<file path="config.mk">
export PLATFORM = sky130hd
export DESIGN_NAME = tdrd_decoder
export DESIGN_NICKNAME = d
export VERILOG_FILES = /design/src/hdl/tdrd_pkg.sv /design/src/hdl/tdrd_decoder.sv
export SDC_FILE = /design/constraint.sdc
export NUM_CORES = 2
export LEC_CHECK = 0
export ABC_AREA = 1
export BUFFER_PORTS_ARGS = -buffer_cell sky130_fd_sc_hd__buf_2
export CELL_PAD_IN_SITES_DETAIL_PLACEMENT = 0
export CELL_PAD_IN_SITES_GLOBAL_PLACEMENT = 1
export CORE_MARGIN = 5
export CORE_UTILIZATION = 46
export CTS_BUF_LIST = sky130_fd_sc_hd__clkbuf_2 sky130_fd_sc_hd__clkbuf_4 sky130_fd_sc_hd__clkbuf_8
export CTS_CLUSTER_DIAMETER = 150
export DETAILED_ROUTE_END_ITERATION = 10
export PLACE_DENSITY_LB_ADDON = 0.1
export REMOVE_ABC_BUFFERS = 1
export SLEW_MARGIN = 5
export SYNTH_ARGS = -nofsm -noshare
export SYNTH_HDL_FRONTEND = slang
export SYNTH_SLANG_ARGS = --single-unit
</file>
<file path="constraint.sdc">
create_clock -name clk -period 10.55 [get_ports clk]
set_input_delay 1.055 -clock clk [delete_from_list [all_inputs] [get_ports clk]]
set_output_delay 1.055 -clock clk [all_outputs]
set_load 0.01 [all_outputs]
</file>
<file path="src/hdl/tdrd_pkg.sv">
package tdrd_pkg;

  localparam int MAX_TERM_CHARS = 1024;
  localparam int MAX_FIELDS     = 256;
  localparam int HEADER_BYTES   = 24;

  localparam logic [1:0] KIND_CHAR   = 2'd0;
  localparam logic [1:0] KIND_RECORD = 2'd1;
  localparam logic [1:0] KIND_END    = 2'd2;
  localparam logic [1:0] KIND_ERROR  = 2'd3;

  localparam logic [2:0] ERR_NONE      = 3'd0;
  localparam logic [2:0] ERR_FORMAT    = 3'd1;
  localparam logic [2:0] ERR_SKIP      = 3'd2;
  localparam logic [2:0] ERR_LENGTHS   = 3'd3;
  localparam logic [2:0] ERR_NEG_FREQ  = 3'd4;
  localparam logic [2:0] ERR_FIELD     = 3'd5;
  localparam logic [2:0] ERR_TRUNCATED = 3'd6;

  localparam logic [1:0] REG_FORMAT      = 2'd0;
  localparam logic [1:0] REG_SKIP        = 2'd1;
  localparam logic [1:0] REG_FIELD_COUNT = 2'd2;

  localparam logic [3:0] PH_HEADER = 4'd0;
  localparam logic [3:0] PH_PREFIX = 4'd1;
  localparam logic [3:0] PH_SUFFIX = 4'd2;
  localparam logic [3:0] PH_LEAD   = 4'd3;
  localparam logic [3:0] PH_CONT   = 4'd4;
  localparam logic [3:0] PH_FIELD  = 4'd5;
  localparam logic [3:0] PH_FREQ   = 4'd6;
  localparam logic [3:0] PH_FPTR   = 4'd7;
  localparam logic [3:0] PH_PPTR   = 4'd8;
  localparam logic [3:0] PH_SKIP   = 4'd9;
  localparam logic [3:0] PH_DONE   = 4'd10;

  typedef struct packed {
    logic [7:0] data_byte;
    logic       last_byte;
  } in_item_t;

  typedef struct packed {
    logic [1:0]         kind;
    logic [9:0]         char_position;
    logic [24:0]        char_code;
    logic [10:0]        prefix_length;
    logic [10:0]        term_length;
    logic [7:0]         fld_num;
    logic [30:0]        doc_frequency;
    logic signed [63:0] freq_pos;
    logic signed [63:0] prox_pos;
    logic signed [31:0] skip_ofs;
    logic [2:0]         error_code;
  } out_item_t;

  typedef struct packed {
    logic [31:0] expected_format;
    logic [30:0] skip_ivl;
    logic [8:0]  field_count;
  } cfg_regs_t;

endpackage

</file>
<file path="src/hdl/tdrd_decoder.sv">
module tdrd_decoder
  import tdrd_pkg::*;
(
  input  logic      clk,
  input  logic      rst,
  input  cfg_regs_t regs,
  input  logic      step,
  input  in_item_t  item,
  output logic      res_valid,
  output out_item_t res
);

  logic [3:0]  phase, phase_next;
  logic [4:0]  byte_counter, byte_counter_next;
  logic [63:0] word_acc, word_acc_next;
  logic [6:0]  vshift, vshift_next;
  logic [10:0] cur_len, cur_len_next;
  logic [10:0] suf_rem, suf_rem_next;
  logic [24:0] char_acc, char_acc_next;
  logic [1:0]  char_left, char_left_next;
  logic [31:0] rec_prefix, rec_prefix_next;
  logic [31:0] rec_field, rec_field_next;
  logic [31:0] rec_freq, rec_freq_next;
  logic [63:0] freq_ptr, freq_ptr_next;
  logic [63:0] prox_ptr, prox_ptr_next;
  logic [2:0]  err, err_next;

  logic [7:0]  b;
  logic [63:0] vacc;
  logic        vdone;
  logic [63:0] vshifted;
  logic [31:0] vlow;
  logic [32:0] len_sum;
  logic [8:0]  field_limit;
  logic [24:0] cont_acc;

  always_comb begin
    b = item.data_byte;
    vshifted = {57'd0, b[6:0]} << vshift[5:0];
    vacc = vshift[6] ? word_acc : (word_acc | vshifted);
    vdone = !b[7];
    vlow = vacc[31:0];
    len_sum = {1'b0, rec_prefix} + {1'b0, vlow};
    field_limit = (regs.field_count > 9'(MAX_FIELDS)) ? 9'(MAX_FIELDS) : regs.field_count;
    cont_acc = {char_acc[18:0], b[5:0]};
  end

  always_comb begin
    logic       emit;
    logic       fail;
    logic [2:0] fail_code;
    logic       do_char;
    logic [24:0] ccode;
    logic       do_rec;
    logic [31:0] rskip;
    logic [31:0] hword;
    logic [10:0] pos;
    phase_next = phase;
    byte_counter_next = byte_counter;
    word_acc_next = word_acc;
    vshift_next = vshift;
    cur_len_next = cur_len;
    suf_rem_next = suf_rem;
    char_acc_next = char_acc;
    char_left_next = char_left;
    rec_prefix_next = rec_prefix;
    rec_field_next = rec_field;
    rec_freq_next = rec_freq;
    freq_ptr_next = freq_ptr;
    prox_ptr_next = prox_ptr;
    err_next = err;
    emit = 1'b0;
    fail = 1'b0;
    fail_code = ERR_NONE;
    do_char = 1'b0;
    ccode = '0;
    do_rec = 1'b0;
    rskip = '0;
    hword = '0;
    pos = cur_len - suf_rem;
    res = '0;

    if (err != ERR_NONE) begin
      emit = 1'b1;
      fail = 1'b1;
      fail_code = err;
    end else if (phase == PH_DONE) begin
      emit = 1'b1;
      res.kind = KIND_END;
    end else begin
      // advance varint state by default; phases that finish reset it below
      unique case (phase)
        PH_HEADER: begin
          if (byte_counter == 5'd0 || byte_counter == 5'd16) begin
            hword = {24'd0, b};
            word_acc_next = {56'd0, b};
          end else if (byte_counter < 5'd4 || (byte_counter > 5'd16 && byte_counter < 5'd20))
              begin
            hword = {word_acc[23:0], b};
            word_acc_next = {word_acc[55:0], b};
          end else begin
            hword = word_acc[31:0];
          end
          if (byte_counter == 5'd3 && hword != regs.expected_format) begin
            fail = 1'b1;
            fail_code = ERR_FORMAT;
          end else begin
            if (byte_counter == 5'd19) rec_freq_next = hword;
            if (byte_counter == 5'(HEADER_BYTES - 1)) begin
              if (rec_freq != {1'b0, regs.skip_ivl}) begin
                fail = 1'b1;
                fail_code = ERR_SKIP;
              end else begin
                rec_freq_next = '0;
                phase_next = PH_PREFIX;
                word_acc_next = '0;
                vshift_next = '0;
              end
            end else begin
              byte_counter_next = byte_counter + 5'd1;
            end
          end
        end
        PH_PREFIX, PH_SUFFIX, PH_FIELD, PH_FREQ, PH_FPTR, PH_PPTR, PH_SKIP: begin
          if (!vdone) begin
            word_acc_next = vacc;
            vshift_next = vshift[6] ? vshift : vshift + 7'd7;
          end else begin
            word_acc_next = '0;
            vshift_next = '0;
            unique case (phase)
              PH_PREFIX: begin
                rec_prefix_next = vlow;
                phase_next = PH_SUFFIX;
              end
              PH_SUFFIX: begin
                if (rec_prefix[31] || vlow[31] || rec_prefix > {21'd0, cur_len} ||
                    len_sum > 33'(MAX_TERM_CHARS)) begin
                  fail = 1'b1;
                  fail_code = ERR_LENGTHS;
                end else begin
                  cur_len_next = len_sum[10:0];
                  suf_rem_next = vlow[10:0];
                  phase_next = (vlow == 32'd0) ? PH_FIELD : PH_LEAD;
                end
              end
              PH_FIELD: begin
                rec_field_next = vlow;
                phase_next = PH_FREQ;
              end
              PH_FREQ: begin
                rec_freq_next = vlow;
                phase_next = PH_FPTR;
              end
              PH_FPTR: begin
                freq_ptr_next = freq_ptr + vacc;
                phase_next = PH_PPTR;
              end
              PH_PPTR: begin
                prox_ptr_next = prox_ptr + vacc;
                if (rec_freq[31]) begin
                  fail = 1'b1;
                  fail_code = ERR_NEG_FREQ;
                end else if (rec_freq >= {1'b0, regs.skip_ivl}) begin
                  phase_next = PH_SKIP;
                end else begin
                  do_rec = 1'b1;
                end
              end
              default: begin
                do_rec = 1'b1;
                rskip = vlow;
              end
            endcase
          end
        end
        PH_LEAD: begin
          priority if (!b[7]) begin
            do_char = 1'b1;
            ccode = {17'd0, b};
          end else if (b[7:5] == 3'b110) begin
            char_acc_next = {20'd0, b[4:0]};
            char_left_next = 2'd1;
            phase_next = PH_CONT;
          end else if (b[7:4] == 4'b1110) begin
            char_acc_next = {21'd0, b[3:0]};
            char_left_next = 2'd2;
            phase_next = PH_CONT;
          end else if (b[7:3] == 5'b11110) begin
            char_acc_next = {22'd0, b[2:0]};
            char_left_next = 2'd3;
            phase_next = PH_CONT;
          end else begin
            char_acc_next = {18'd0, b[6:0]};
            char_left_next = 2'd3;
            phase_next = PH_CONT;
          end
        end
        PH_CONT: begin
          char_acc_next = cont_acc;
          char_left_next = char_left - 2'd1;
          if (char_left == 2'd1) begin
            do_char = 1'b1;
            ccode = cont_acc;
          end
        end
        default: ;
      endcase

      if (do_char) begin
        emit = 1'b1;
        res.kind = KIND_CHAR;
        res.char_position = pos[9:0];
        res.char_code = ccode;
        res.prefix_length = rec_prefix[10:0];
        res.term_length = cur_len;
        suf_rem_next = suf_rem - 11'd1;
        phase_next = (suf_rem == 11'd1) ? PH_FIELD : PH_LEAD;
        if (suf_rem == 11'd1) begin
          word_acc_next = '0;
          vshift_next = '0;
        end
      end

      if (do_rec) begin
        if (rec_field >= {23'd0, field_limit}) begin
          fail = 1'b1;
          fail_code = ERR_FIELD;
        end else begin
          emit = 1'b1;
          res.kind = KIND_RECORD;
          res.prefix_length = rec_prefix[10:0];
          res.term_length = cur_len;
          res.fld_num = rec_field[7:0];
          res.doc_frequency = rec_freq[30:0];
          res.freq_pos = freq_ptr_next;
          res.prox_pos = prox_ptr_next;
          res.skip_ofs = rskip;
          phase_next = PH_PREFIX;
        end
      end

      if (!fail && item.last_byte) begin
        if (phase_next == PH_PREFIX && vshift_next == 7'd0) begin
          phase_next = PH_DONE;
          if (!emit) begin
            emit = 1'b1;
            res = '0;
            res.kind = KIND_END;
          end
        end else begin
          fail = 1'b1;
          fail_code = ERR_TRUNCATED;
        end
      end
    end

    if (fail) begin
      emit = 1'b1;
      err_next = fail_code;
      res = '0;
      res.kind = KIND_ERROR;
      res.error_code = fail_code;
    end
    res_valid = emit;
  end

  always_ff @(posedge clk) begin
    if (rst) begin
      phase <= PH_HEADER;
      byte_counter <= '0;
      word_acc <= '0;
      vshift <= '0;
      cur_len <= '0;
      suf_rem <= '0;
      char_acc <= '0;
      char_left <= '0;
      rec_prefix <= '0;
      rec_field <= '0;
      rec_freq <= '0;
      freq_ptr <= '0;
      prox_ptr <= '0;
      err <= ERR_NONE;
    end else if (step) begin
      phase <= phase_next;
      byte_counter <= byte_counter_next;
      word_acc <= word_acc_next;
      vshift <= vshift_next;
      cur_len <= cur_len_next;
      suf_rem <= suf_rem_next;
      char_acc <= char_acc_next;
      char_left <= char_left_next;
      rec_prefix <= rec_prefix_next;
      rec_field <= rec_field_next;
      rec_freq <= rec_freq_next;
      freq_ptr <= freq_ptr_next;
      prox_ptr <= prox_ptr_next;
      err <= err_next;
    end
  end

endmodule

</file>
== Word-level counts from Yosys, hierarchy flattened ==
Index checks and enable logic that the tools add are counted.
Cells by class
  $add $sub $neg: 8
  order comparisons: 8
  equal/unequal tests: 28
  shift operators: 1
  mux-type cells: 142
  bitwise gates (word level): 7
  reductions and logical operators: 31
Operators by type and width (number)
  261-bit two-way mux: 5
  64-bit two-way mux: 15
  32-bit two-way mux: 14
  221-bit two-way mux: 2
  259-bit two-way mux: 1
  64-bit adder: 2
  64-bit one-hot mux with 2 select lines: 1
  7-bit two-way mux: 13
  64-bit OR: 1
  32-bit one-hot mux with 2 select lines: 1
  7-bit by 6-bit left shift with 64-bit output: 1
  4-bit two-way mux: 15
  57-bit two-way mux: 1
  11-bit two-way mux: 5
  25-bit one-hot mux with 2 select lines: 1
  19-bit one-hot mux with 2 select lines: 1
  1-bit two-way mux: 35
  32-bit by 32-bit adder with 33-bit output: 1
  33-bit by 11-bit greater-than comparator with 1-bit output, second input constant: 1
  32-bit by 31-bit greater-or-equal comparator with 1-bit output: 1
  32-bit by 9-bit greater-or-equal comparator with 1-bit output: 1
  32-bit by 11-bit greater-than comparator with 1-bit output: 1
  32-bit zero test: 1
  32-bit by 31-bit != test with 1-bit output: 1
  49 further kinds: 104
Word-level totals
  bits in registers: 350
  input port bits: 84
  output and inout port bits: 262
  logic and storage cells: 239

== Logic depth before layout (Yosys ltp) ==
  word-level depth: 24
  depth in mapped cells: 41
  mapped depth without buffers: 40

== Least setup slack after synthesis ==
OpenSTA, ideal clock, no wires.
  kind: in2out
  from: in item[1] (netlist name)
  to: out res[250] (netlist name)
  arrival: 4685 ps
  required time: 9495 ps
  slack: 4810 ps
  stages on the path: 39
  path buffers: 1
  path through: inv_1 > nand2_1 > o21ai_1 > nand2_1 > nand3_1 > nand2_1 > nand2_1 > nor2_1 > a21oi_2 > inv_1 > ha_1 > nand2_2 > inv_1 > nand2_1 > inv_1 > a21oi_1 > nand2_1 > nand2_1 > [... 3 more ...] > nor2_1 > nand2_1 > nand2_1 > nand2_2 > nor2_4 > nand2_2 > nand2_1 > nand2_1 > nand3_1 > nand2_1 > a21oi_4 > nand2_2 > nand2_2 > nand2_1 > nand2_1 > nand2_2 > buf_2 > nor3_2
RTL lines
  start, declared: RTL line tdrd_decoder.sv:8  | input in_item_t item,
  end, declared: RTL line tdrd_decoder.sv:10  | output out_item_t res

==> out/results.ini <==
[critical_path]
critPathSlowestCell = dfxtp_1
worstSetupPathType = reg2out
end_kind = output port
arrival_ps = 7430
critPathMaxFanout = 23
critPathRequiredTime_ps = 9500
slowest_delay_ps = 790
path_common_cell = nand2_1
critPathLaunchType = flip-flop

[run_status]
status = finished, final reports clean

[timing]
fin_setup_tns_ps = 0
period_share = 0.804
rsz0062_at_grt = no
worstMarginPinSlew_ps = 1240
setup_ws_ps = 2070
skew_ps = 57.1
hold_violations = 0
period_needed_ps = 8480
setup_viol = 0
slew_viol_final = 0
maxSlewHeadroom = 0.163
whs_ps = 460
max_clock_freq_mhz = 118

[global_route]
grt_first_pass_wirelength_um = 213000
grt_antenna_before_repair = 7
grt_max_degree = 93
grt_pass1_vias = 35034
grt_usage = 0.344
overflow = 0

[synth]
ys_ff_latch = 350
ys_warn_count = 0
synth-main-ff-cell = dfxtp_1
synth-edff-count = 0
ys_seq_area_frac = 0.210
syn_area_per_cell_sq_um = 5.99
synthTopCellsByCount = 1090 x nand2_1, 884 x inv_1, 622 x a21oi_1, 555 x nor2_1, 468 x o21ai_0
synthArstFlopShare = 0
synth_cell_type_count = 68
yosys.area.top_type_share = 0.210
syn_area_sq_mm = 0.0334
yosysTopAreaCell = dfxtp_1
yosysMostFrequentCell = nand2_1
syn_inst = 5581
ys_top_cells_by_area = dfxtp_1 21%, nand2_1 12%, inv_1 9.9%, a21oi_1 9.3%, ha_1 8.4%

[detailed_routing]
dr.first_iter.drc_count = 4178
drt_pass1_iterations = 6
drtAntennaViolNets = 0
drc = 0
viasPerCell = 5.69
routed_wl_um = 142000
via_count = 38817
wl_per_cell_um = 20.9

[layout]
n_fill_cell = 7816
drive_above_1_share = 0.114
seqCellArea_sq_mm = 0.00701
synthToLayoutAreaGrowth_pct = 12.1
multiInputGateArea_sq_mm = 0.0220
nets = 6125
fin_util = 0.522

[placed_design]
dpl_worst_slack_ps = 2760
dpl.hpwl_um = 110000
gp_congestion = 1.02
portBuffers = 345

[clocking]
cts_num_sinks = 350
cts_buffer_depth = 3
numCtsBuffers = 72
cts_setup_buffers = 0
tritoncts = built
path_clk_slew_ps = 70
cts_root_buf = clkbuf_8
clock_latency_ps = 700
h-tree-depth = 3
cts_resized = 0
ctsHoldBuffers = 0

[flow_run]
drv_cap = 0

[power]
power.density_mw_per_mm2 = 237
p_leak_nw = 18.2
p_total_mw = 8.88
max-vdd-ir-drop_mv = 0.170

[floorplan]
core_area_sq_mm = 0.0717
dieArea_sq_mm = 0.0782
placementRows = 98
die_h_um = 280
die_x_um = 280
ios = 346
start_util = 0.466

[min_path]
hold_path_class = reg2reg

worst max-delay path, delay by kind of cell (launching register included):
family / cells / cell delay [ps]
adder cells (fa/ha/maj): 1 / 520
buffers and inverters: 4 / 1220
AO/OA/AOI/OAI: 3 / 1070
flip-flops: 1 / 790
AND/OR/NAND/NOR: 26 / 3050
final cells by class:
class,count,share of cell area
Inverter,919,0.0923
Antenna cell,3,0.000200
Clock inverter,21,0.00541
Clock buffer,107,0.0370
Multi-Input combinational cell,4059,0.587
Timing Repair Buffer,410,0.0593
Tap cell,950,0.0317
Sequential cell,350,0.187
cells in the final DEF (no fill, tap or decap), drive strengths merged, types with 5 or more instances in the layout:
master | Yosys | final
buf | 57 | 410
o21bai | 9 | 9
nand3b | 15 | 15
nand4 | 54 | 54
clkinvlp | 0 | 5
o211ai | 144 | 144
a21oi | 627 | 627
xnor2 | 66 | 66
o221ai | 19 | 19
inv | 913 | 915
nor2 | 575 | 575
nor4 | 17 | 17
ha | 225 | 225
nand3 | 237 | 237
a32oi | 7 | 7
nor3 | 102 | 102
o21a | 19 | 19
a21boi | 10 | 10
clkbuf | 196 | 107
o31ai | 56 | 56
or2 | 24 | 24
a31oi | 86 | 86
clkinv | 6 | 17
o21ai | 510 | 510
o2111ai | 10 | 10
dfxtp | 350 | 350
and2 | 10 | 10
a21o | 5 | 5
a211oi | 20 | 20
xor2 | 67 | 67
nand2 | 1113 | 1113
per-stage QoR:
step	cell area, sq um	std cells
6_report	37500	6819
2_1_floorplan	32400	5328
4_1_cts	37500	6816
3_3_place_gp	35900	6688
5_1_grt	37500	6817
3_5_place_dp	35900	6688
registers in the layout, summed over array words and instances, names as in the netlist:
| signal | count |
|---|---|
| freq_ptr | 64 |
| prox_ptr | 64 |
| word_acc | 64 |
| rec_field | 32 |
| rec_freq | 32 |
| rec_prefix | 32 |
| char_acc | 19 |
| cur_len | 11 |
| suf_rem | 11 |
| vshift | 7 |
| byte_counter | 5 |
| phase | 4 |
| err | 3 |
| char_left | 2 |
final timing paths:
kind / endpoint / depth (start not counted) / from / slack, ps
setup / recovery: res[237] / 34 / vshift[2]$_SDFFE_PP0P_ / 2070
hold / removal: char_acc[16]$_SDFFE_PP0P_ / 2 / char_acc[16]$_SDFFE_PP0P_ / 460
setup reg to reg: prox_ptr[53]$_SDFFE_PP0P_ / 26 / vshift[2]$_SDFFE_PP0P_ / 3850
hold reg to reg: char_acc[16]$_SDFFE_PP0P_ / 2 / char_acc[16]$_SDFFE_PP0P_ / 460
layer usage:
metal	track usage	up-vias	share of wire
met5	0	-	0.000049
met4	0.0998	2	0.031
met3	0.0628	261	0.088
met2	0.544	1649	0.44
met1	0.482	17938	0.44
li1	-	18967	-
kinds of logic after synthesis:
family / Yosys count / synth area share
compound gates: 1540 / 0.262
xor+xnor: 133 / 0.0348
buf+inv: 1172 / 0.134
flops: 350 / 0.210
simple gates: 2153 / 0.272
fa+ha+maj: 229 / 0.0866
mux: 4 / 0.00120
report_power, final:
part / internal [mW] / total, mW / switching (mW)
clock: 0.917 / 1.63 / 0.714
combinational: 1.60 / 5.38 / 3.78
sequential: 1.59 / 1.87 / 0.283
Note: power is estimated with default switching activity, not from simulation.
