File: config.mk
export PLATFORM = sky130hd
export DESIGN_NAME = tdrd_cfg_regs_flat
export DESIGN_NICKNAME = d
export VERILOG_FILES = /design/src/hdl/tdrd_pkg.sv /design/src/hdl/tdrd_cfg_if.sv /design/src/hdl/tdrd_cfg_regs.sv /design/src/flat_wrapper.sv
export SDC_FILE = /design/constraint.sdc
export NUM_CORES = 1
export LEC_CHECK = 0
export ABC_AREA = 1
export BUFFER_PORTS_ARGS = -buffer_cell sky130_fd_sc_hd__buf_4
export CAP_MARGIN = 20
export CORE_ASPECT_RATIO = 1.1
export CORE_MARGIN = 2
export CORE_UTILIZATION = 49
export DETAILED_ROUTE_END_ITERATION = 8
export PLACE_DENSITY_LB_ADDON = 0.08
export SYNTH_ARGS = -nofsm -noshare
export SYNTH_HDL_FRONTEND = slang
export SYNTH_SLANG_ARGS = --single-unit
File: constraint.sdc
create_clock -name clk -period 0.8 [get_ports clk]
set_input_delay 0 -clock clk [delete_from_list [all_inputs] [get_ports clk]]
set_output_delay 0 -clock clk [all_outputs]
set_load 0.005 [all_outputs]
File: src/hdl/tdrd_pkg.sv
package tdrd_pkg;

  localparam int MAX_TERM_CHARS = 1024;
  localparam int MAX_FIELDS     = 256;
  localparam int HEADER_BYTES   = 24;

  localparam logic [1:0] KIND_CHAR   = 2'd0;
  localparam logic [1:0] KIND_RECORD = 2'd1;
  localparam logic [1:0] KIND_END    = 2'd2;
  localparam logic [1:0] KIND_ERROR  = 2'd3;

  localparam logic [2:0] ERR_NONE      = 3'd0;
  localparam logic [2:0] ERR_FORMAT    = 3'd1;
  localparam logic [2:0] ERR_SKIP      = 3'd2;
  localparam logic [2:0] ERR_LENGTHS   = 3'd3;
  localparam logic [2:0] ERR_NEG_FREQ  = 3'd4;
  localparam logic [2:0] ERR_FIELD     = 3'd5;
  localparam logic [2:0] ERR_TRUNCATED = 3'd6;

  localparam logic [1:0] REG_FORMAT      = 2'd0;
  localparam logic [1:0] REG_SKIP        = 2'd1;
  localparam logic [1:0] REG_FIELD_COUNT = 2'd2;

  localparam logic [3:0] PH_HEADER = 4'd0;
  localparam logic [3:0] PH_PREFIX = 4'd1;
  localparam logic [3:0] PH_SUFFIX = 4'd2;
  localparam logic [3:0] PH_LEAD   = 4'd3;
  localparam logic [3:0] PH_CONT   = 4'd4;
  localparam logic [3:0] PH_FIELD  = 4'd5;
  localparam logic [3:0] PH_FREQ   = 4'd6;
  localparam logic [3:0] PH_FPTR   = 4'd7;
  localparam logic [3:0] PH_PPTR   = 4'd8;
  localparam logic [3:0] PH_SKIP   = 4'd9;
  localparam logic [3:0] PH_DONE   = 4'd10;

  typedef struct packed {
    logic [7:0] data_byte;
    logic       last_byte;
  } in_item_t;

  typedef struct packed {
    logic [1:0]         kind;
    logic [9:0]         char_position;
    logic [24:0]        char_code;
    logic [10:0]        prefix_length;
    logic [10:0]        term_length;
    logic [7:0]         fld_num;
    logic [30:0]        doc_frequency;
    logic signed [63:0] freq_pos;
    logic signed [63:0] prox_pos;
    logic signed [31:0] skip_ofs;
    logic [2:0]         error_code;
  } out_item_t;

  typedef struct packed {
    logic [31:0] expected_format;
    logic [30:0] skip_ivl;
    logic [8:0]  field_count;
  } cfg_regs_t;

endpackage

File: src/hdl/tdrd_cfg_if.sv
interface tdrd_cfg_if ();
  logic        valid;
  logic        ready;
  logic [1:0]  index;
  logic [31:0] data;
  modport source (output valid, output index, output data, input ready);
  modport sink (input valid, input index, input data, output ready);
endinterface

File: src/hdl/tdrd_cfg_regs.sv
module tdrd_cfg_regs
  import tdrd_pkg::*;
(
  input  logic      clk,
  input  logic      rst,
  tdrd_cfg_if.sink  cfg,
  output cfg_regs_t regs
);

  assign cfg.ready = 1'b1;

  always_ff @(posedge clk) begin
    if (rst) begin
      regs.expected_format <= '0;
      regs.skip_ivl        <= 31'd16;
      regs.field_count     <= '0;
    end else if (cfg.valid) begin
      unique case (cfg.index)
        REG_FORMAT:      regs.expected_format <= cfg.data;
        REG_SKIP:        regs.skip_ivl        <= cfg.data[30:0];
        REG_FIELD_COUNT: regs.field_count     <= cfg.data[8:0];
        default: ;
      endcase
    end
  end

endmodule

File: src/flat_wrapper.sv
// flat-port wrapper written by rule: the top's interface ports become plain ports
module tdrd_cfg_regs_flat import tdrd_pkg::*;
  (clk, rst, regs, cfg_valid, cfg_index, cfg_data, cfg_ready);
  tdrd_cfg_if cfg_i ();
  input  logic clk;
  input  logic rst;
  output cfg_regs_t regs;
  input wire logic [$bits(cfg_i.valid)-1:0] cfg_valid;
  input wire logic [$bits(cfg_i.index)-1:0] cfg_index;
  input wire logic [$bits(cfg_i.data)-1:0] cfg_data;
  output wire logic [$bits(cfg_i.ready)-1:0] cfg_ready;
  assign cfg_i.valid = cfg_valid;
  assign cfg_i.index = cfg_index;
  assign cfg_i.data = cfg_data;
  assign cfg_ready = cfg_i.ready;
  tdrd_cfg_regs u_core (.clk(clk), .rst(rst), .cfg(cfg_i), .regs(regs));
endmodule
## Word level (Yosys, flattened, before mapping)

Cells that the tools add are included.
Widths: inputs -> output; s select.

- Register bits: 72
- Input bits: 37
- Output and inout port bits: 73
- Word-level logic and storage cells: 9

- Equal/unequal tests: 2
- Reductions and logical operators: 4

Operators with widths:

| operator | number |
|---|---|
| $reduce_and 2->1 | 3 |
| $eq 2x1->1 const B | 1 |
| $eq 2x2->1 const B | 1 |
| $logic_not 2->1 | 1 |

## Logic depth before layout (Yosys ltp)

Gate-level depths: netlist of run 1.

- Word-level depth: 2
- Mapped depth: 6
- Mapped depth without buffers: 5

## Worst setup path after synthesis of run 1

Ideal clock, no wire load.

- Path kind: input -> register
- Start: input cfg_index[1]
- End: register u_core.regs[40] (netlist name)
- Library setup time: 0.115 ns
- Arrival: 0.517 ns
- Data required time: 0.685 ns
- Slack: 0.168 ns
- Cell stages on the path: 5
- Buffers on the path: 1
- Path through: nor2_4 -> buf_2 -> nand3_1 -> nand2_1 -> nor2_1

- Word-level cells in the longest chain between the ends: 2

RTL lines:

| item | line | source |
|---|---|---|
| start: declaration | flat_wrapper.sv:9 | `input wire logic [$bits(cfg_i.index)-1:0] cfg_index;` |
| $logic_not 2->1 | tdrd_cfg_regs.sv:18 | `unique case (cfg.index)` |
| $reduce_and 2->1 (no line) | n/a |  |

Every way passes these cells.
A chain may end at the register's enable or synchronous reset.

## Worst setup path in the final report of run 1

- Start: register u_core.regs[25] (netlist name)
- End: output regs[25] in the netlist's numbering

RTL lines:

| item | line | source |
|---|---|---|
| end: declaration | flat_wrapper.sv:7 | `output cfg_regs_t regs;` |

No word-level cell between the ends.

==> results of run 1 <==
==> cells by family (layout without fill, tap and decap cells) <==
kind of cell           count (synthesis)  in the layout  share of synthesized area
flip-flops                            72             72                     0.4706
other                                  1              1                   0.001224
AND/OR/NAND/NOR                      258            258                     0.3370
AO/OA/AOI/OAI                         32             32                    0.05229
buffers and inverters                102            248                     0.1389
==> what timing repair did <==
action / 4_1_cts / 5_1_grt
setup endpoints to repair: 22 / 64
pin swaps: 0 / 0
cloned: 0 / 0
endpoints found under the hold margin: 59 / 0
gates resized for setup: 30 / 103
hold buffers: 33 / 0
setup buffers: 0 / 2
==> per-stage QoR <==
stage | area [um2] | setup slack (ps)
finish | 4863 | 20.15
global route | 4863 | -16.67
CTS | 4577 | 0.2015
detailed placement | 4016 | -81.30
global placement | 4016 | -27.33
floorplan | 3063 | 168.2
==> per-layer routing <==
layer / share of wire / routed length [um]
met1: 0.41 / 3293
met3: 0.055 / 440
met5: 0 / 0
met4: 0.012 / 100
met2: 0.52 / 4183
==> cells in the final DEF (no fill, tap or decap) <==
master           n
buf_6           65
a21oi_1         32
dfxtp_1          4
clkbuf_8        12
nand3_1         33
nor2_1         110
inv_2            1
dlygate4sd3_1   33
nand3_2          2
nor2_4           1
conb_1           1
buf_4           57
nand4_1          1
clkbuf_1         2
dfxtp_2         68
inv_1           73
buf_12           5
nand2_1        111
==> layout make-up <==
class	instances	area (um2)	area share
clock buffer	14	172.7	0.03550
inverter	74	277.8	0.05711
sequential	72	1526	0.3139
multi-input combinational	291	1196	0.2459
tap	80	100.1	0.02058
timing repair buffer	160	1590	0.3270
==> report_power, final <==
group	total, uW	switching (uW)	internal (uW)	leakage (uW)
Combinational	1430	623	805	0.00185
Clock	2580	1230	1350	0.0000886
Sequential	3940	131	3810	0.000617
Total	7950	1980	5970	0.00256
==> how the worst min path moves through the flow <==
stage | to | slack, ps | start
after floorplan | u_core.regs[0] | 130 | cfg_data[0]
after CTS | u_core.regs[13] | 70 | rst
after global placement | u_core.regs[18] | 230 | cfg_data[9]
after global routing | u_core.regs[13] | 80 | rst
after detailed placement | u_core.regs[18] | 240 | cfg_data[9]
final | u_core.regs[13] | 80 | rst
==> flow_metrics.tcl, run 1 <==
set metrics [dict create \
    status "finished, final reports clean" \
    crit_path_max_incr_delay_ps 350 \
    viasPerCell 4.586 \
    wl_per_cell_um 11.60 \
    post_synth.cell_area_avg_um2 6.587 \
    cts_max_level 3 \
    clk_pin_slew_ps 70 \
    final_hold_viol_count 0 \
    numCtsBuffers 9 \
    cp-end-kind "output pin" \
    root_buffer "clkbuf_8" \
    synth_area_um2 3063 \
    routabilityCongestion 0.7329 \
    drtPass1Iterations 4 \
    hold_path.class "input pin to register" \
    layout-drive-gt1-share 0.3453 \
    yosys.area.top_type "dfxtp_1" \
    layout.cells.non_filler 691 \
    ant_nets 0 \
    fillCellCount 438 \
    p_leak_uw 0.002559 \
    dp.cells 642 \
    synth_cell_types 15 \
    dieArea_um2 6900 \
    crit_start "u_core.regs[25]" \
    via_count 3169 \
    yosys_warnings 0 \
    drc 0 \
    wl_mm 8.017 \
    startpoint_type "register" \
    timing.final.crit_share 0.9748 \
    yosysMostFrequentCell "nand2_1" \
    grt_max_degree 27 \
    fmax_ghz 1.282 \
    grt.total_usage 0.2288 \
    hold_depth 4 \
    cellPowerDensity_nw_per_um2 1635 \
    netlist_instances 465 \
    top_register "u_core.regs" \
    overflow 0 \
    antenna_found_initial 0 \
    use_met2 0.4068 \
    syn2layout_area_growth_pct 58.78 \
    grt_pass1_wl_mm 12.49 \
    clk_path_buf_depth 2 \
    start_util 0.5006 \
    antenna_cells 0 \
    die_h_um 86.92 \
    synth_common_cells "nand2_1, nor2_1, inv_1" \
    io_buffers 108 \
    slowest_stage "dfxtp_2" \
    coreArea_um2 6118 \
    clk_latency_ps 330 \
    rr_worst_depth 5 \
    grt_pass1_vias 2868 \
    worst-setup-path-type "register to output pin" \
    die_w_um 79.39 \
    finalSetupTns_ps 0 \
    cap_viol_max_count 0 \
    worstReg2RegEnd "u_core.regs[9]" \
    worst-path-stages 1 \
    ys_ff_latch 72 \
    hold_slack_ps 75.60 \
    rsz0062_at_grt "true" \
    timing.rr.start "u_core.regs[9]" \
    finClkSkew_ps 0 \
    synth.yosys.seq_area_share 0.4706 \
    fin_nets 645 \
    synth_edf_count 0 \
    path_cells "buf_6" \
    crit_buf_inv 1 \
    final-setup-viol-count 0 \
    worst-r2r-setup-slack_ps 60 \
    cp_data_arrival_time_ps 780 \
    slew_viol_final 0 \
    reg_top3 "u_core.regs (72)" \
    place_hpwl_mm 4.942 \
    final_util 0.7949 \
    synth_top_flop_cell "dfxtp_1" \
    cts_tree "yes" \
    drt_iter0_markers 82 \
    rows 30 \
    synthTopCellsByArea "dfxtp_1, nand2_1, nor2_1" \
    crit_required_ps 800 \
    p_total_uw 7949 \
    use_met3 0.06017 \
    syn-num-nets 502 \
    cp_max_fo 2 \
    crit_family "flip-flops" \
    ir_drop_mv 1.297 \
    synth_top_area_frac 0.4706 \
    crit_end "regs[25]" \
    largest_reg_flops 72 \
    synthArstFlopShare 0 \
    ios 110 \
    grt_use_met1 0.2664 \
    busiest_layer "met2" \
    clkSinkCount 72 \
    fin_crit_ps 779.9 \
]
No activity file was read; power rests on OpenSTA's default activity.
==> run 2: changes to the inputs <==
--- a/config.mk
+++ b/config.mk
@@ -15,2 +15,3 @@
 export PLACE_DENSITY_LB_ADDON = 0.08
+export SLEW_MARGIN = 20
 export SYNTH_ARGS = -nofsm -noshare
==> constraint.sdc (replaced) <==
create_clock -name clk -period 0.8 [get_ports clk]
set_input_delay 0.04 -clock clk [delete_from_list [all_inputs] [get_ports clk]]
set_output_delay 0.04 -clock clk [all_outputs]
set_load 0.005 [all_outputs]
==> flow_metrics.tcl, run 2 (synthesis gave the netlist of run 1 again) <==
set metrics [dict create \
    p_leak_uw 0.002579 \
    io_buffers 108 \
    grt_pass1_wl_mm 13.41 \
    grt.total_usage 0.2486 \
    via_count 3196 \
    wl_mm 8.220 \
    crit_family "flip-flops" \
    fin_crit_ps 838.8 \
    drtPass1Iterations 4 \
    numCtsBuffers 9 \
    clk_pin_slew_ps 70 \
    syn2layout_area_growth_pct 60.09 \
    ant_nets 0 \
    ir_drop_mv 1.139 \
    multi_input_area_um2 1196 \
    crit_required_ps 760 \
    rows 30 \
    antenna_found_initial 0 \
    clkSinkCount 72 \
    routabilityCongestion 0.7331 \
    finClkSkew_ps 0 \
    antenna_cells 0 \
    fmax_ghz 1.192 \
    largest_reg_flops 72 \
    fin_nets 645 \
    slowest_stage "dfxtp_2" \
    regArea_um2 1531 \
    top_register "u_core.regs" \
    start_util 0.5006 \
    status "finished, violations left" \
    die_w_um 79.39 \
    layout-drive-gt1-share 0.3578 \
    hold_path.class "input pin to register" \
    hold_slack_ps 17.73 \
    cts_tree "yes" \
    clk_path_buf_depth 2 \
    cellPowerDensity_nw_per_um2 1670 \
    drt_iter0_markers 119 \
    root_buffer "clkbuf_8" \
    cap_viol_max_count 0 \
    drc 0 \
    grt_max_degree 27 \
    cts_max_level 3 \
    reg_top3 "u_core.regs (72)" \
    viasPerCell 4.618 \
    crit_buf_inv 1 \
    final_hold_viol_count 0 \
    dieArea_um2 6900 \
    coreArea_um2 6118 \
    cp_max_fo 2 \
    final_common_cell "nand2_1" \
    rsz0062_at_grt "true" \
    fillCellCount 445 \
    timing.final.crit_share 1.049 \
    path_cells "buf_6" \
    final-setup-viol-count 72 \
    wl_per_cell_um 11.88 \
    overflow 0 \
    worst-setup-path-type "register to output pin" \
    cp-end-kind "output pin" \
    startpoint_type "register" \
    ios 110 \
    clk_latency_ps 340 \
    dp_slack_ps -126.8 \
    violations "negative setup slack" \
    crit_path_max_incr_delay_ps 360 \
    slew_viol_final 0 \
    cp_data_arrival_time_ps 800 \
    finalWorstSetupSlack_ps -38.82 \
    grt_pass1_vias 2983 \
    die_h_um 86.92 \
    place_hpwl_mm 4.897 \
    final_cell_mix "nand2_1, nor2_1, inv_1" \
]
## run 2: worst paths after layout
check,startpoint,end,slack (ps),depth (start not counted)
setup / recovery,u_core.regs[25],regs[25],-40,1
hold / removal,cfg_index[0],u_core.regs[13],20,3
setup reg to reg,u_core.regs[9],u_core.regs[9],60,5
hold reg to reg,u_core.regs[13],u_core.regs[13],460,2
## run 2: per-layer routing
| metal | global-route usage | part of all wire | vias to the layer above |
|---|---|---|---|
| li1 | - | - | 1651 |
| met1 | 0.2811 | 0.42 | 1438 |
| met2 | 0.4484 | 0.51 | 93 |
| met3 | 0.07054 | 0.055 | 14 |
| met4 | 0.08464 | 0.021 | 0 |
| met5 | 0 | 0 | - |
## run 2: metrics by stage
stage          TNS [ps]  instance area, um2  utilization  total power [uW]  cells
2_1_floorplan         0                3063            -              4515    465
3_3_place_gp      -2183                4016       0.6564              5102    642
3_5_place_dp      -3479                4016       0.6564              5128    642
4_1_cts           -1767                4896       0.8002              8196    691
5_1_grt           -3034                4903       0.8014              8563    692
6_report          -1119                4903       0.8014              8189    692
## run 2: power by group
part	switching, uW	leakage [uW]	total (uW)	internal [uW]
clock network	1310	0.0000989	2800	1490
logic	628	0.00186	1440	815
registers	134	0.000619	3940	3810
## run 2: area by class of cell
| cell class | instances | share of cell area |
|---|---|---|
| timing repair buffer | 160 | 0.3287 |
| clock inverter | 4 | 0.009186 |
| inverter | 74 | 0.05665 |
| tap | 80 | 0.02041 |
| clock buffer | 11 | 0.02883 |
| multi-input combinational | 291 | 0.2439 |
| sequential | 72 | 0.3123 |
## run 2: what timing repair did
action / 4_1_cts / 5_1_grt
gates cloned: 0 / 0
setup buffers: 3 / 1
hold buffers: 31 / 0
hold endpoints to repair: 40 / 0
gates resized for setup: 144 / 0
setup endpoints to repair: 72 / 72
==> run 3: changes to the inputs <==
CORE_UTILIZATION = 51   (was 49)
clock period = 1.06 ns   (was 0.8 ns; I/O delays follow)
==> flow_metrics.tcl, run 3 (synthesis gave the netlist of run 1 again) <==
set metrics [dict create \
    cts_resized 0 \
    final-setup-viol-count 0 \
    min_from "cfg_data[31]" \
    ant_nets 0 \
    overflow 0 \
    ios 110 \
    cts_hold_repair.buffers 31 \
    io_buffers 108 \
    final_cell_mix "buf_4, nand2_1, nor2_1" \
    grt_max_degree 73 \
    regArea_um2 1441 \
    die_h_um 85.28 \
    slowest_stage "dfxtp_1" \
    reg_top3 "u_core.regs (72)" \
    layout-drive-gt1-share 0.2250 \
    timing.rr.start "u_core.regs[6]" \
    cp_data_arrival_time_ps 850 \
    drc 0 \
    cap_viol_max_count 0 \
    cts_max_level 3 \
    routabilityCongestion 0.7584 \
    layout.cells.non_filler 677 \
    startpoint_type "register" \
    design_area_um2 4478 \
    viasPerCell 4.640 \
    slew_viol_final 0 \
    antenna_cells 0 \
    finClkSkew_ps 0 \
    fin_crit_ps 906.5 \
    clkSinkCount 72 \
    cp-end-kind "output pin" \
    worst-setup-path-type "register to output pin" \
    hold_path.class "input pin to register" \
    crit_start "u_core.regs[6]" \
    path_cells "buf_4" \
    cp_max_fo 2 \
    ir_drop_mv 0.9520 \
    drtPass1Iterations 4 \
    via_count 3141 \
    dpl_cell_area_um2 3933 \
    fmax_ghz 1.103 \
    grt_pass1_wl_mm 12.84 \
    wl_per_cell_um 11.57 \
    die_w_um 77.89 \
    final_common_cell "buf_4" \
    place_hpwl_mm 4.899 \
    status "finished, final reports clean" \
    syn2layout_area_growth_pct 46.20 \
    finalSetupTns_ps 0 \
    post_cts_buffers 0 \
    rows 29 \
    numCtsBuffers 9 \
    multi_input_area_um2 1196 \
    crit_path_max_incr_delay_ps 390 \
    root_buffer "clkbuf_8" \
    clk_pin_slew_ps 70 \
    crit_buf_inv 1 \
    antenna_found_initial 0 \
    dp.cells 630 \
    grt.total_usage 0.2419 \
    final_hold_viol_count 0 \
    p_leak_uw 0.002436 \
    cts_tree "yes" \
    coreArea_um2 5769 \
    crit_required_ps 1010 \
    rsz0062_at_grt "false" \
    crit_family "flip-flops" \
    top_register "u_core.regs" \
    timing.final.crit_share 0.8552 \
    drt_iter0_markers 127 \
    start_util 0.5309 \
    largest_reg_flops 72 \
    clk_latency_ps 340 \
    dieArea_um2 6642 \
    fillCellCount 426 \
    fin_nets 632 \
    final_util 0.7762 \
    wl_mm 7.831 \
    grt_pass1_vias 2978 \
    clk_path_buf_depth 2 \
    cellPowerDensity_nw_per_um2 1440 \
]
==> run 3: cell types whose count changed in the layout (fill, tap and decap cells not counted), sizes merged <==
cell	previous run	this run
clkinv	3	2
buf	129	116
bufinv	1	3
clkbuf	11	10
clkinvlp	0	1
==> run 3: worst paths after layout <==
| kind | slack [ps] | depth (start not counted) | to |
|---|---|---|---|
| worst max-delay path | 150 | 1 | regs[6] |
| worst min-delay path | 30 | 5 | u_core.regs[71] |
| worst max register to register | 290 | 4 | u_core.regs[6] |
| worst min register to register | 470 | 2 | u_core.regs[13] |
==> run 3: where the power goes <==
part | switching, uW | total [uW] | internal, uW | leakage (uW)
combinational | 465 | 965 | 500 | 0.00173
clock | 1000 | 2560 | 1560 | 0.000116
sequential | 78.4 | 2920 | 2850 | 0.000589
==> run 3: layer usage <==
metal | vias up | GRT usage | routed length [um]
met2 | 88 | 0.4114 | 3896
met4 | 0 | 0.1643 | 297
met3 | 30 | 0.04681 | 391
met5 | - | 0 | 0
li1 | 1636 | - | -
met1 | 1387 | 0.2735 | 3245
==> run 3: area by class of cell <==
class | instances | area share
Sequential cell | 72 | 0.3219
Timing Repair Buffer | 147 | 0.2749
Multi-Input combinational cell | 291 | 0.2671
Inverter | 74 | 0.06203
Clock buffer | 10 | 0.02850
Clock inverter | 6 | 0.02403
Tap cell | 77 | 0.02151
==> run 3: per-stage QoR <==
stage / power (uW) / setup slack (ps) / hold slack, ps
after detailed placement: 3847 / 162.2 / 293.2
after global routing: 6737 / 126.3 / 82.10
final: 6449 / 153.5 / 28.78
after floorplan: 3407 / 375.2 / 187.9
after CTS: 6492 / 149.0 / 22.35
after global placement: 3822 / 199.4 / 284.6
